File: src/hw/rtl/msd_pkg.sv
// shared types and constants for the i2s mic slot detector
package msd_pkg;

    localparam int WORD_W   = 32;
    localparam int SAMPLE_W = 24;
    localparam int COUNT_W  = 7;
    localparam int VOTE_W   = 8;

    localparam logic [VOTE_W-1:0] VOTE_LIMIT_RESET = 8'd50;
    localparam logic [VOTE_W-1:0] VOTE_MAX         = 8'hFF;

    localparam logic SLOT_LEFT  = 1'b0;
    localparam logic SLOT_RIGHT = 1'b1;

    // per-block statistics handed from the front to the back
    typedef struct packed {
        logic [COUNT_W-1:0]         nonzero_left;
        logic [COUNT_W-1:0]         nonzero_right;
        logic [COUNT_W-1:0]         live_left;
        logic [COUNT_W-1:0]         live_right;
        logic signed [SAMPLE_W-1:0] sample_min;
        logic signed [SAMPLE_W-1:0] sample_max;
        logic signed [WORD_W-1:0]   last_left;
        logic signed [WORD_W-1:0]   last_right;
        logic                       chosen_slot;
        logic                       slot_switched;
    } blk_stats_t;

endpackage

File: src/hw/rtl/msd_front.sv
// front end: accepts frames, accumulates block statistics and runs the slot vote
module msd_front #(
    parameter int BLOCK_FRAMES = 64,
    parameter int CNT_W        = 7,
    parameter int SUM_W        = 31
) (
    input  logic                               clk,
    input  logic                               rst_n,
    input  logic                               in_valid,
    output logic                               in_ready,
    input  logic signed [msd_pkg::WORD_W-1:0]  left_word,
    input  logic signed [msd_pkg::WORD_W-1:0]  right_word,
    input  logic                               block_end,
    input  logic                               cfg_valid,
    input  logic [msd_pkg::VOTE_W-1:0]         vote_limit,
    input  logic                               q_full,
    output logic                               push,
    output msd_pkg::blk_stats_t                push_stats,
    output logic signed [SUM_W-1:0]            push_sum,
    output logic [CNT_W-1:0]                   push_frames
);
    import msd_pkg::*;

    logic [CNT_W-1:0]          nz_l_reg, nz_r_reg, lv_l_reg, lv_r_reg, frames_reg;
    logic [CNT_W-1:0]          nz_l_next, nz_r_next, lv_l_next, lv_r_next, frames_next;
    logic signed [SAMPLE_W-1:0] min_reg, max_reg, min_next, max_next, sample;
    logic signed [SUM_W-1:0]   sum_reg, sum_next;
    logic                      slot_reg;
    logic [VOTE_W-1:0]         vote_reg, limit_reg, vote_inc;
    logic [CNT_W-1:0]          quarter, half;
    logic                      fire, closes, first, want, do_switch;
    logic                      live_l, live_r;

    assign in_ready = !q_full;
    assign fire     = in_valid && in_ready;

    // per-frame classification and accumulation
    always_comb
    begin
        live_l      = (left_word[31:8] != '0) && (left_word[31:8] != '1);
        live_r      = (right_word[31:8] != '0) && (right_word[31:8] != '1);
        sample      = (slot_reg == SLOT_RIGHT) ? signed'(right_word[31:8])
                                               : signed'(left_word[31:8]);
        nz_l_next   = nz_l_reg + CNT_W'(left_word != '0);
        nz_r_next   = nz_r_reg + CNT_W'(right_word != '0);
        lv_l_next   = lv_l_reg + CNT_W'(live_l);
        lv_r_next   = lv_r_reg + CNT_W'(live_r);
        frames_next = frames_reg + CNT_W'(1);
        first       = (frames_reg == '0);
        min_next    = (first || sample < min_reg) ? sample : min_reg;
        max_next    = (first || sample > max_reg) ? sample : max_reg;
        sum_next    = sum_reg + SUM_W'(sample);
        closes      = block_end || (frames_next == CNT_W'(BLOCK_FRAMES));
    end

    // slot vote on the closing frame
    always_comb
    begin
        quarter = frames_next >> 2;
        half    = frames_next >> 1;
        if (lv_l_next < quarter && lv_r_next > half)
            want = SLOT_RIGHT;
        else if (lv_r_next < quarter && lv_l_next > half)
            want = SLOT_LEFT;
        else
            want = slot_reg;
        vote_inc  = (vote_reg == VOTE_MAX) ? VOTE_MAX : vote_reg + VOTE_W'(1);
        do_switch = (want != slot_reg) && (vote_inc > limit_reg);
    end

    // block record pushed into the queue
    always_comb
    begin
        push                     = fire && closes;
        push_stats.nonzero_left  = COUNT_W'(nz_l_next);
        push_stats.nonzero_right = COUNT_W'(nz_r_next);
        push_stats.live_left     = COUNT_W'(lv_l_next);
        push_stats.live_right    = COUNT_W'(lv_r_next);
        push_stats.sample_min    = min_next;
        push_stats.sample_max    = max_next;
        push_stats.last_left     = left_word;
        push_stats.last_right    = right_word;
        push_stats.chosen_slot   = do_switch ? want : slot_reg;
        push_stats.slot_switched = do_switch;
        push_sum                 = sum_next;
        push_frames              = frames_next;
    end

    // accumulators and vote state
    always_ff @(posedge clk or negedge rst_n)
    begin
        if (!rst_n)
        begin
            nz_l_reg   <= '0;
            nz_r_reg   <= '0;
            lv_l_reg   <= '0;
            lv_r_reg   <= '0;
            frames_reg <= '0;
            sum_reg    <= '0;
            slot_reg   <= SLOT_LEFT;
            vote_reg   <= '0;
            limit_reg  <= VOTE_LIMIT_RESET;
        end
        else
        begin
            if (cfg_valid)
                limit_reg <= vote_limit;
            if (fire)
            begin
                if (closes)
                begin
                    nz_l_reg   <= '0;
                    nz_r_reg   <= '0;
                    lv_l_reg   <= '0;
                    lv_r_reg   <= '0;
                    frames_reg <= '0;
                    sum_reg    <= '0;
                    if (want == slot_reg)
                        vote_reg <= '0;
                    else if (do_switch)
                    begin
                        slot_reg <= want;
                        vote_reg <= '0;
                    end
                    else
                        vote_reg <= vote_inc;
                end
                else
                begin
                    nz_l_reg   <= nz_l_next;
                    nz_r_reg   <= nz_r_next;
                    lv_l_reg   <= lv_l_next;
                    lv_r_reg   <= lv_r_next;
                    frames_reg <= frames_next;
                    sum_reg    <= sum_next;
                end
            end
        end
    end

    // extremes need no reset, the first frame of a block loads them
    always_ff @(posedge clk)
    begin
        if (fire)
        begin
            min_reg <= min_next;
            max_reg <= max_next;
        end
    end

`ifndef SYNTHESIS
    a_block_restart: assert property (@(posedge clk) disable iff (!rst_n)
        push |=> frames_reg == '0)
        else $error("frame count not cleared after block close");
    a_switch_clears_vote: assert property (@(posedge clk) disable iff (!rst_n)
        push && push_stats.slot_switched |=> vote_reg == '0 && slot_reg == $past(want))
        else $error("slot switch did not clear vote count");
`endif

endmodule

File: src/hw/rtl/msd_queue.sv
// two-entry queue of closed block records between front and back
module msd_queue #(
    parameter int W = 8
) (
    input  logic         clk,
    input  logic         rst_n,
    input  logic         push,
    input  logic [W-1:0] push_data,
    output logic         full,
    input  logic         pop,
    output logic [W-1:0] pop_data,
    output logic         empty
);
    logic [W-1:0] mem [2];
    logic         wr_ptr_reg, rd_ptr_reg;
    logic [1:0]   count_reg;

    assign full     = (count_reg == 2'd2);
    assign empty    = (count_reg == 2'd0);
    assign pop_data = mem[rd_ptr_reg];

    // storage
    always_ff @(posedge clk)
    begin
        if (push)
            mem[wr_ptr_reg] <= push_data;
    end

    // pointers and fill level
    always_ff @(posedge clk or negedge rst_n)
    begin
        if (!rst_n)
        begin
            wr_ptr_reg <= 1'b0;
            rd_ptr_reg <= 1'b0;
            count_reg  <= 2'd0;
        end
        else
        begin
            if (push)
                wr_ptr_reg <= !wr_ptr_reg;
            if (pop)
                rd_ptr_reg <= !rd_ptr_reg;
            if (push && !pop)
                count_reg <= count_reg + 2'd1;
            else if (pop && !push)
                count_reg <= count_reg - 2'd1;
        end
    end

`ifndef SYNTHESIS
    a_no_overflow: assert property (@(posedge clk) disable iff (!rst_n)
        push |-> !full)
        else $error("push into full queue");
    a_no_underflow: assert property (@(posedge clk) disable iff (!rst_n)
        pop |-> !empty)
        else $error("pop from empty queue");
`endif

endmodule

File: src/hw/rtl/msd_back.sv
// back end: bit-serial mean division and the result register
module msd_back #(
    parameter int CNT_W = 7,
    parameter int SUM_W = 31
) (
    input  logic                                 clk,
    input  logic                                 rst_n,
    input  logic                                 q_empty,
    output logic                                 pop,
    input  msd_pkg::blk_stats_t                  pop_stats,
    input  logic signed [SUM_W-1:0]              pop_sum,
    input  logic [CNT_W-1:0]                     pop_frames,
    output logic                                 out_valid,
    input  logic                                 out_ready,
    output msd_pkg::blk_stats_t                  res_stats,
    output logic signed [msd_pkg::SAMPLE_W-1:0]  res_mean
);
    import msd_pkg::*;

    localparam int STEP_W = $clog2(SUM_W);
    localparam logic [STEP_W-1:0] STEP_LAST = STEP_W'(SUM_W - 1);

    typedef enum logic [1:0] {ST_IDLE, ST_DIV, ST_SIGN, ST_DONE} state_t;

    state_t                     state_reg;
    blk_stats_t                 stats_reg;
    logic [SUM_W-1:0]           quo_reg, quo_next;
    logic [CNT_W-1:0]           rem_reg, rem_next, frames_reg;
    logic [STEP_W-1:0]          step_reg;
    logic                       neg_reg, out_valid_reg;
    logic signed [SAMPLE_W-1:0] mean_reg;
    logic [CNT_W:0]             rem_shift;
    logic                       ge;

    assign pop       = (state_reg == ST_IDLE) && !q_empty;
    assign out_valid = out_valid_reg;
    assign res_stats = stats_reg;
    assign res_mean  = mean_reg;

    // one restoring division step per cycle on the sum magnitude
    always_comb
    begin
        rem_shift = {rem_reg, quo_reg[SUM_W-1]};
        ge        = rem_shift >= {1'b0, frames_reg};
        rem_next  = ge ? CNT_W'(rem_shift - {1'b0, frames_reg}) : rem_shift[CNT_W-1:0];
        quo_next  = {quo_reg[SUM_W-2:0], ge};
    end

    // sequencer and result registers
    always_ff @(posedge clk or negedge rst_n)
    begin
        if (!rst_n)
        begin
            state_reg     <= ST_IDLE;
            out_valid_reg <= 1'b0;
            step_reg      <= '0;
        end
        else
        begin
            case (state_reg)
                ST_IDLE:
                begin
                    if (!q_empty)
                    begin
                        stats_reg  <= pop_stats;
                        neg_reg    <= pop_sum[SUM_W-1];
                        quo_reg    <= pop_sum[SUM_W-1] ? $unsigned(-pop_sum)
                                                       : $unsigned(pop_sum);
                        rem_reg    <= '0;
                        frames_reg <= pop_frames;
                        step_reg   <= '0;
                        state_reg  <= ST_DIV;
                    end
                end
                ST_DIV:
                begin
                    quo_reg  <= quo_next;
                    rem_reg  <= rem_next;
                    step_reg <= step_reg + STEP_W'(1);
                    if (step_reg == STEP_LAST)
                        state_reg <= ST_SIGN;
                end
                ST_SIGN:
                begin
                    mean_reg      <= SAMPLE_W'(neg_reg ? -quo_reg : quo_reg);
                    out_valid_reg <= 1'b1;
                    state_reg     <= ST_DONE;
                end
                ST_DONE:
                begin
                    if (out_ready)
                    begin
                        out_valid_reg <= 1'b0;
                        state_reg     <= ST_IDLE;
                    end
                end
                default:
                begin
                    out_valid_reg <= 1'b0;
                    state_reg     <= ST_IDLE;
                end
            endcase
        end
    end

`ifndef SYNTHESIS
    a_valid_only_done: assert property (@(posedge clk) disable iff (!rst_n)
        out_valid_reg |-> state_reg == ST_DONE)
        else $error("result valid outside done state");
    a_divisor_nonzero: assert property (@(posedge clk) disable iff (!rst_n)
        state_reg == ST_DIV |-> frames_reg != '0)
        else $error("division by an empty block");
`endif

endmodule

File: src/hw/rtl/i2s_mic_slot_detector.sv
// top level of the i2s mic slot detector
//
// Accepts one stereo frame per clock while the block queue has room. Each
// block (closed by block_end or after BLOCK_FRAMES frames) yields one result
// word with per-slot nonzero and live counts, min, max and mean of the chosen
// mic slot, the last raw frame and the slot vote outcome. The vote happens in
// the front end as the block closes, so the next block already samples the
// new slot. The mean comes from a bit-serial divider, with SUM_W equal to
// 24 + clog2(BLOCK_FRAMES + 1); up to two closed blocks wait in a queue ahead
// of it, so short blocks back-pressure the input only when both slots are
// taken. vote_limit is written through its own port, always ready; the user
// writes it only while the block is idle, which the block does not enforce.
module i2s_mic_slot_detector #(
    parameter int BLOCK_FRAMES = 64
) (
    input  logic                                 clk,
    input  logic                                 rst_n,
    input  logic                                 in_valid,
    output logic                                 in_ready,
    input  logic signed [msd_pkg::WORD_W-1:0]    left_word,
    input  logic signed [msd_pkg::WORD_W-1:0]    right_word,
    input  logic                                 block_end,
    input  logic                                 cfg_valid,
    output logic                                 cfg_ready,
    input  logic [msd_pkg::VOTE_W-1:0]           vote_limit,
    output logic                                 out_valid,
    input  logic                                 out_ready,
    output logic [msd_pkg::COUNT_W-1:0]          nonzero_left,
    output logic [msd_pkg::COUNT_W-1:0]          nonzero_right,
    output logic [msd_pkg::COUNT_W-1:0]          live_left,
    output logic [msd_pkg::COUNT_W-1:0]          live_right,
    output logic signed [msd_pkg::SAMPLE_W-1:0]  sample_min,
    output logic signed [msd_pkg::SAMPLE_W-1:0]  sample_max,
    output logic signed [msd_pkg::SAMPLE_W-1:0]  sample_mean,
    output logic signed [msd_pkg::WORD_W-1:0]    last_left,
    output logic signed [msd_pkg::WORD_W-1:0]    last_right,
    output logic                                 chosen_slot,
    output logic                                 slot_switched
);
    import msd_pkg::*;

    localparam int CNT_W = $clog2(BLOCK_FRAMES + 1);
    localparam int SUM_W = SAMPLE_W + CNT_W;
    localparam int Q_W   = $bits(blk_stats_t) + SUM_W + CNT_W;

    logic                    push, pop, q_full, q_empty;
    blk_stats_t              push_stats, q_stats, res_stats;
    logic signed [SUM_W-1:0] push_sum, q_sum;
    logic [CNT_W-1:0]        push_frames, q_frames;
    logic [Q_W-1:0]          q_in, q_out;

    assign cfg_ready = 1'b1;

    // frame intake and vote
    msd_front #(
        .BLOCK_FRAMES (BLOCK_FRAMES),
        .CNT_W        (CNT_W),
        .SUM_W        (SUM_W)
    ) u_front (
        .clk         (clk),
        .rst_n       (rst_n),
        .in_valid    (in_valid),
        .in_ready    (in_ready),
        .left_word   (left_word),
        .right_word  (right_word),
        .block_end   (block_end),
        .cfg_valid   (cfg_valid),
        .vote_limit  (vote_limit),
        .q_full      (q_full),
        .push        (push),
        .push_stats  (push_stats),
        .push_sum    (push_sum),
        .push_frames (push_frames)
    );

    // block record queue
    assign q_in = {push_stats, push_sum, push_frames};
    assign {q_stats, q_sum, q_frames} = q_out;

    msd_queue #(
        .W (Q_W)
    ) u_queue (
        .clk       (clk),
        .rst_n     (rst_n),
        .push      (push),
        .push_data (q_in),
        .full      (q_full),
        .pop       (pop),
        .pop_data  (q_out),
        .empty     (q_empty)
    );

    // mean division and result register
    msd_back #(
        .CNT_W (CNT_W),
        .SUM_W (SUM_W)
    ) u_back (
        .clk        (clk),
        .rst_n      (rst_n),
        .q_empty    (q_empty),
        .pop        (pop),
        .pop_stats  (q_stats),
        .pop_sum    (q_sum),
        .pop_frames (q_frames),
        .out_valid  (out_valid),
        .out_ready  (out_ready),
        .res_stats  (res_stats),
        .res_mean   (sample_mean)
    );

    // result word fields
    assign nonzero_left  = res_stats.nonzero_left;
    assign nonzero_right = res_stats.nonzero_right;
    assign live_left     = res_stats.live_left;
    assign live_right    = res_stats.live_right;
    assign sample_min    = res_stats.sample_min;
    assign sample_max    = res_stats.sample_max;
    assign last_left     = res_stats.last_left;
    assign last_right    = res_stats.last_right;
    assign chosen_slot   = res_stats.chosen_slot;
    assign slot_switched = res_stats.slot_switched;

endmodule
File: config.mk
export PLATFORM = sky130hd
export DESIGN_NAME = i2s_mic_slot_detector
export DESIGN_NICKNAME = d
export VERILOG_FILES = /design/src/hw/rtl/msd_pkg.sv /design/src/hw/rtl/msd_front.sv /design/src/hw/rtl/msd_queue.sv /design/src/hw/rtl/msd_back.sv /design/src/hw/rtl/i2s_mic_slot_detector.sv
export SDC_FILE = /design/constraint.sdc
export NUM_CORES = 1
export LEC_CHECK = 0
export ABC_AREA = 1
export BUFFER_PORTS_ARGS = -buffer_cell sky130_fd_sc_hd__buf_2
export CAP_MARGIN = 20
export CORE_MARGIN = 2
export CORE_UTILIZATION = 44
export CTS_BUF_LIST = sky130_fd_sc_hd__clkbuf_8
export DETAILED_ROUTE_END_ITERATION = 7
export PLACE_DENSITY = 0.65
export SLEW_MARGIN = 20
export SYNTH_ARGS = -nofsm -noshare
export SYNTH_HDL_FRONTEND = slang
export SYNTH_SLANG_ARGS = --single-unit
File: constraint.sdc
create_clock -name clk -period 12.9 [get_ports clk]
set_input_delay 1.29 -clock clk [delete_from_list [all_inputs] [get_ports clk]]
set_output_delay 1.29 -clock clk [all_outputs]
set_load 0.05 [all_outputs]
### Yosys cells after proc, flatten, opt, wreduce, memory -nomap -nowiden

Memories as Yosys holds them, arrays and structs flattened.
Cells that the tools add are included.
Widths: inputs -> output; s select.

| cells by class | value |
|---|---|
| reduce and logical (&&, ||, !) cells | 37 |
| magnitude comparators | 8 |
| bitwise logic cells | 2 |
| divide/modulo/power cells | 0 |
| muxes and demuxes | 34 |
| shift operators | 0 |
| multipliers | 0 |
| eq/ne operators | 14 |
| $add $sub $neg | 13 |

Operator list:

| operator | count |
|---|---|
| $mux 24 | 4 |
| $mux 31 | 3 |
| $reduce_bool 32->1 | 2 |
| $pmux 31 s2 | 1 |
| $mux 7 | 7 |
| $ne 24x24->1 const B | 2 |
| $reduce_bool 24->1 | 2 |
| $add 31x24->31 | 1 |
| $neg 31->31 | 1 |
| $add 7x1->7 | 4 |
| $gt 24x24->1 | 1 |
| $lt 24x24->1 | 1 |
| $mux 8 | 3 |
| $neg 24->24 | 1 |
| $gt 7x6->1 | 2 |
| $lt 7x5->1 | 2 |
| $pmux 7 s2 | 1 |
| $reduce_and 3->1 | 4 |
| $logic_and 1x1->1 | 10 |
| $mux 2 | 5 |
| $pmux 5 s2 | 1 |
| $add 8x1->8 const B | 1 |
| $eq 8x8->1 const B | 1 |
| $ge 8x7->1 | 1 |
| 25 further kinds | 47 |

| storage, ports and cells | value |
|---|---|
| latch bits | 0 |
| memories kept | 1 |
| output and inout bits | 169 |
| memory bits (read-only) | 0 |
| bits of input ports | 78 |
| flip-flop bits (word level) | 355 |
| logic and storage cells | 141 |
| memory bits (writable) | 360 |

Memories:

| memory | depth | bits a word | rd ports | clocked after memory_dff | wr ports | line | source |
|---|---|---|---|---|---|---|---|
| u_queue.mem | 2 | 180 | 1 | 0 | 1 | msd_queue.sv:14 | `logic [W-1:0] mem [2];` |

### Logic depth before layout (Yosys ltp)

| logic depth | value |
|---|---|
| word-level depth | 11 |
| mapped depth | 26 |
| mapped depth without buffers | 26 |

### By module

From an unflattened synthesis, not the netlist that was laid out.

| unflattened totals | value |
|---|---|
| cells, all modules | 2816 |
| area, all modules | 33683.6 um2 |

Modules (own cells, without submodules):

| module | sequential area each (um2) | area an instance (um2) | cells each | instances |
|---|---|---|---|---|
| msd_queue | 10910.5 | 13550.5 | 585 | 1 |
| msd_front | 3522.1 | 10846.7 | 1456 | 1 |
| msd_back | 6566.3 | 9275.1 | 773 | 1 |
| i2s_mic_slot_detector | 0.0 | 11.3 | 2 | 1 |

### Worst setup path after synthesis

OpenSTA, ideal clock, no wires.

| timing | value |
|---|---|
| kind | in2reg |
| from | input port in_valid |
| to | memory u_queue.mem[0][0] in the netlist's numbering (enable) |
| data arrival time | 9.241 ns |
| path slack | 2.937 ns |
| library setup time | 0.722 ns |
| data required time | 12.178 ns |
| stages | 5 |
| buffers on the path | 1 |
| path through | nand2_1 > a21oi_2 > inv_1 > buf_2 > nor2_1 |

| between the ends | value |
|---|---|
| word-level cells in the longest chain between the ends | 4 |

RTL lines:

| item | line | source |
|---|---|---|
| start: declaration | i2s_mic_slot_detector.sv:18 | `input logic in_valid,` |
| $logic_and 1x1->1 | msd_front.sv:35 | `assign fire = in_valid && in_ready;` |
| $logic_and 1x1->1 | msd_front.sv:74 | `push = fire && closes;` |
| $mux 1 | msd_queue.sv:25 | `if (push)` |
| $mux 1 (not written as such) | msd_queue.sv:26 | `mem[wr_ptr_reg] <= push_data;` |
| end: declaration | msd_queue.sv:14 |  |

No other way between the ends.

### Worst setup path after layout

| timing | value |
|---|---|
| from | register u_front.frames_reg[1] |
| to | memory u_queue.mem[0][111] in the netlist's numbering (enable) |

| between the ends | value |
|---|---|
| word-level cells in the longest chain between the ends | 6 |

RTL lines:

| item | line | source |
|---|---|---|
| start: declaration | msd_front.sv:24 | `logic [CNT_W-1:0] nz_l_reg, nz_r_reg, lv_l_reg, lv_r_reg, frames_reg;` |
| start signal: assignment | msd_front.sv:134 | `frames_reg <= frames_next;` |
| $add 7x1->7 | msd_front.sv:48 | `frames_next = frames_reg + CNT_W'(1);` |
| net push_frames[4] | i2s_mic_slot_detector.sv:49 | `logic [CNT_W-1:0] push_frames, q_frames;` |
| $eq 7x7->1 | msd_front.sv:53 | `closes = block_end \|\| (frames_next == CNT_W'(BLOCK_FRAMES));` |
| $logic_or 1x1->1 | msd_front.sv:53 |  |
| $logic_and 1x1->1 | msd_front.sv:74 |  |
| $mux 1 | msd_queue.sv:25 |  |
| $mux 1 (not written as such) | msd_queue.sv:26 |  |

The timed path passes the listed nets, and every way through them passes these cells.

==> summary.md <==
| Metric | Value |
|---|---|
| H-tree Lvls | `3` |
| Reg area | `roughly 21000 sq um` |
| Max Cap Violations | `0` |
| CTS tree | `built` |
| Worst skew pair latency | `0.74 ns` |
| Total number of vias | `22.6k` |
| CTS Buf Count | `115` |
| Distinct cells, synth | `54` |
| DIE AREA | `76400 sq um` |
| Core box area | `73200 sq um` |
| P per Cell Area | `229 nW/um^2` |
| Crit. End Element | `flip-flop` |
| CTS Sinks | `715` |
| Final count of hold timing violations | `0` |
| 1st-iter DRT viols | `1715` |
| Slew at the pin closest to its max-slew limit | `1.04 ns` |
| Worst hold path class | `flip-flop to flip-flop` |
| Synthesized area per cell | `approximately 11 sq um` |
| Crit path time final | `between 5 and 6 ns` |
| TNS Setup | `0 ns` |
| Cts hold-fix bufs | `0` |
| Post-route DRC | `0` |
| Setup Buffers After CTS | `0` |
| Status | `complete, no violations` |
| Net Sw Frac | `around 40%` |
| Crit path from | `u_front.frames_reg[1]` |
| First-pass iteration count of the detailed router | `5` |
| Simple-gate area share of the yosys netlist | `18.0%` |
| Compound-Gate Fraction of Synth Area | `5.87%` |
| RSZ-0062 raised after global routing | `false` |
| Via density | `5.12` |
| Synth Instances | `3051` |
| CP top delay family | `buffers and inverters` |
| WP data arrival | `5.90 ns` |
| Post_cts resized | `0` |
| Reg-to-reg startpoint | `u_front.frames_reg[1]` |
| Syn Nets | `3263` |
| Synthesis-to-finish area growth | `14.3%` |
| Period utilization | `43.0%` |
| Post-DP HPWL | `52.9 mm` |
| Final Skew | `0.0410 ns` |
| Ys async rst share | `13.3%` |
| Grt ovf | `0` |
| Synth Register Bits | `715` |
| Ys flop type | `edfxtp_1` |
| Area of the multi-input gates | `10200 sq um` |
| Initial antenna violation count | `3` |
| Vert. Die Dim | `around 280 microns` |
| Setup WS post-layout | `7.35 ns` |
| Top Ports | `247` |
| Largest net degree at the start of global routing | `109` |
| Crit Path Max Fanout | `67` |
| Setup CP Type | `flip-flop to flip-flop` |
| XOR/XNOR Fraction of Synth Area | `1.91%` |
| Pre-CTS setup slack | `6.98 ns` |
| Comb power frac | `36.5%` |
| Num rows | `roughly 100` |
| Port bufs | `roughly 250` |
| YS warnings | `0` |
| Crit path buf inv count | `6` |
| Post-Synth Adder-Cell Area | `5.18%` |
| CTS Buffer Depth | `3` |
| Max Slew Vio Count | `0` |
| Die W | `276 microns` |
| Initial Util | `between 40% and 50%` |
| Filler cell count | `6459` |
| Post-DRT Antenna Nets | `0` |
| Crit path cell chain | `ha_1 -> nand2_1 -> inv_1 -> nand3_1 -> nand2_1 -> inv_1 -> nor3_1 -> nand3_1 -> a21oi_2 -> inv_1 -> nor2_4 -> buf_4 -> buf_4 -> buf_4` |
| Clock power frac | `22.2%` |
| Synthesized area | `32600 sq um` |
| Seq pwr share | `41.3%` |
| Max Fclk | `between 150 and 200 MHz` |
| First-pass GRT wire length | `121 mm` |
| Largest register by flop count | `u_queue.mem` |
| CP required | `13.25 ns` |
| Root buffer cell | `clkbuf_8` |
| Post-synth EDFFs | `620` |
| Max incr delay on CP | `0.84 ns` |
| Post-synthesis sequential area ratio | `64.3%` |
| Max reg flops | `360` |
| Largest family of logic cells by synthesized area | `simple AND/OR/NAND/NOR gates` |
| CP Launch Type | `flip-flop` |
| Final GP Congestion | `~0.91` |
| Internal | `5160 uW` |
| Final core occ | `51.0%` |
| Pleak | `between 0.015 and 0.02 uW` |
| Clock-pin transition on the worst setup and hold timing paths | `0.06 ns` |
| Share of layout cells above drive strength 1 | `14.7%` |
| Post-Route WL | `about 80 mm` |
| Psw | `~3400 uW` |
| Routed WL per cell | `about 18 microns` |
| Max-slew headroom | `30.9%` |
| Nets | `3575` |
| Peak VDD IR | `around 0.00014 V` |
| Setup-failing EPs final | `0` |
| CP max stage cell | `buf_4` |
| Vias in the first global route | `between 20k and 25k` |
| Hold_sp | `u_front.sum_reg[23]` |
| Multiplexer share of the synthesized area | `0.0345%` |
| GRT Total Usage | `20.2%` |
## path summary, 6_finish.rpt
check                                 endpoint  slack (ns)  cells after the start
max in group asynchronous  u_front.sum_reg[22]       11.10                      2
setup reg to reg           u_queue.mem[0][111]        7.35                     14
hold reg to reg            u_front.sum_reg[23]        0.49                      2
hold / removal             u_front.sum_reg[23]        0.49                      2
setup / recovery           u_queue.mem[0][111]        7.35                     14
min in group asynchronous   u_queue.rd_ptr_reg        0.54                      1
## per-stage QoR
stage                     power (uW)  hold slack (ns)  area (sq um)  std cells
final                           8560            0.490         37300       4426
after global routing            9120            0.509         37300       4426
after CTS                       8610            0.495         37300       4423
after detailed placement        6690            0.477         35000       4204
after global placement          6640            0.474         35000       4204
after floorplan                 5850            0.426         32600       3051
## logic make-up (layout without fill, tap and decap cells)
logic type,after synthesis,count (layout)
XOR/XNOR,71,71
AND/OR/NAND/NOR,1406,1406
AO/OA/AOI/OAI,341,341
adder cells (fa/ha/maj),134,134
buffers and inverters,382,796
other,1,3
multiplexers,1,1
flip-flops,715,715
## Yosys cell counts, types with 5 or more instances
cell type    n  area share (%)
nand2_1    991              11
edfxtp_1   620              57
inv_1      284             3.3
ha_1       132             5.1
o21ai_0    131             2.0
nor2_1     128             1.5
a21oi_1    116             1.8
nand3_1    109             1.7
dfrtp_1     92             7.1
nand4_1     69             1.3
clkbuf_1    54            0.62
xor2_1      54             1.4
nor3_1      33            0.51
buf_2       28            0.43
nor4_1      20            0.38
xnor2_1     17            0.46
o21ai_1     16            0.25
a22o_1      14            0.38
o22ai_1     13            0.25
o21ai_2     10            0.27
a31oi_1      9            0.17
nand3b_1     9            0.21
and2_1       8            0.15
nor2_2       8            0.15
o21a_1       8            0.18
o211ai_1     7            0.16
o31ai_1      6            0.14
or2_2        6            0.12
nand2_2      5           0.096
nand3_2      5            0.15
## final cells by class
cell class	instances	area share, %
clock inverter	94	1.50
timing repair buffer	288	4.21
sequential	715	56.3
clock buffer	125	4.61
inverter	289	2.92
multi-input combinational	1954	27.2
antenna	2	0.0134
tap	959	3.22
## routing by layer
| layer | vias to the layer above | part of all wire, % | GRT usage (%) |
|---|---|---|---|
| li1 | 11100 | - | - |
| met1 | 10900 | 44 | 26.8 |
| met2 | 583 | 48 | 33.5 |
| met3 | 133 | 4.5 | 3.00 |
| met4 | 0 | 2.8 | 7.78 |
| met5 | - | 0 | 0 |
## layout by cell type (no fill, tap or decap), types with 9 or more instances in the layout
| cell type | synthesis | routed |
|---|---|---|
| a21oi_1 | 116 | 116 |
| a22o_1 | 14 | 14 |
| a31oi_1 | 9 | 9 |
| buf_2 | 28 | 244 |
| buf_4 | 2 | 43 |
| clkbuf_8 | 0 | 125 |
| clkinv_1 | 0 | 16 |
| clkinv_2 | 0 | 25 |
| dfrtp_1 | 92 | 91 |
| edfxtp_1 | 620 | 620 |
| ha_1 | 132 | 132 |
| inv_1 | 284 | 321 |
| nand2_1 | 991 | 990 |
| nand3_1 | 109 | 109 |
| nand3b_1 | 9 | 9 |
| nand4_1 | 69 | 69 |
| nor2_1 | 128 | 124 |
| nor3_1 | 33 | 33 |
| nor4_1 | 20 | 20 |
| o21ai_0 | 131 | 123 |
| o21ai_1 | 16 | 24 |
| o21ai_2 | 10 | 10 |
| o22ai_1 | 13 | 13 |
| xnor2_1 | 17 | 17 |
| xor2_1 | 54 | 54 |
## tightest hold or removal path, delay by kind of cell, from the launching register on
| kind | cells | cell delay [ns] |
|---|---|---|
| DFF | 1 | 0.35 |
| and+or+nand+nor | 2 | 0.10 |
## power groups by stage
stage / Clock [uW] / Sequential (uW) / Combinational [uW]
2_1_floorplan: 0 / 3910 / 1940
3_3_place_gp: 0 / 3570 / 3070
3_5_place_dp: 0 / 3580 / 3110
4_1_cts: 1950 / 3540 / 3120
5_1_grt: 2050 / 3590 / 3480
6_report: 1900 / 3540 / 3120
Power figures use the tool's default switching activity.
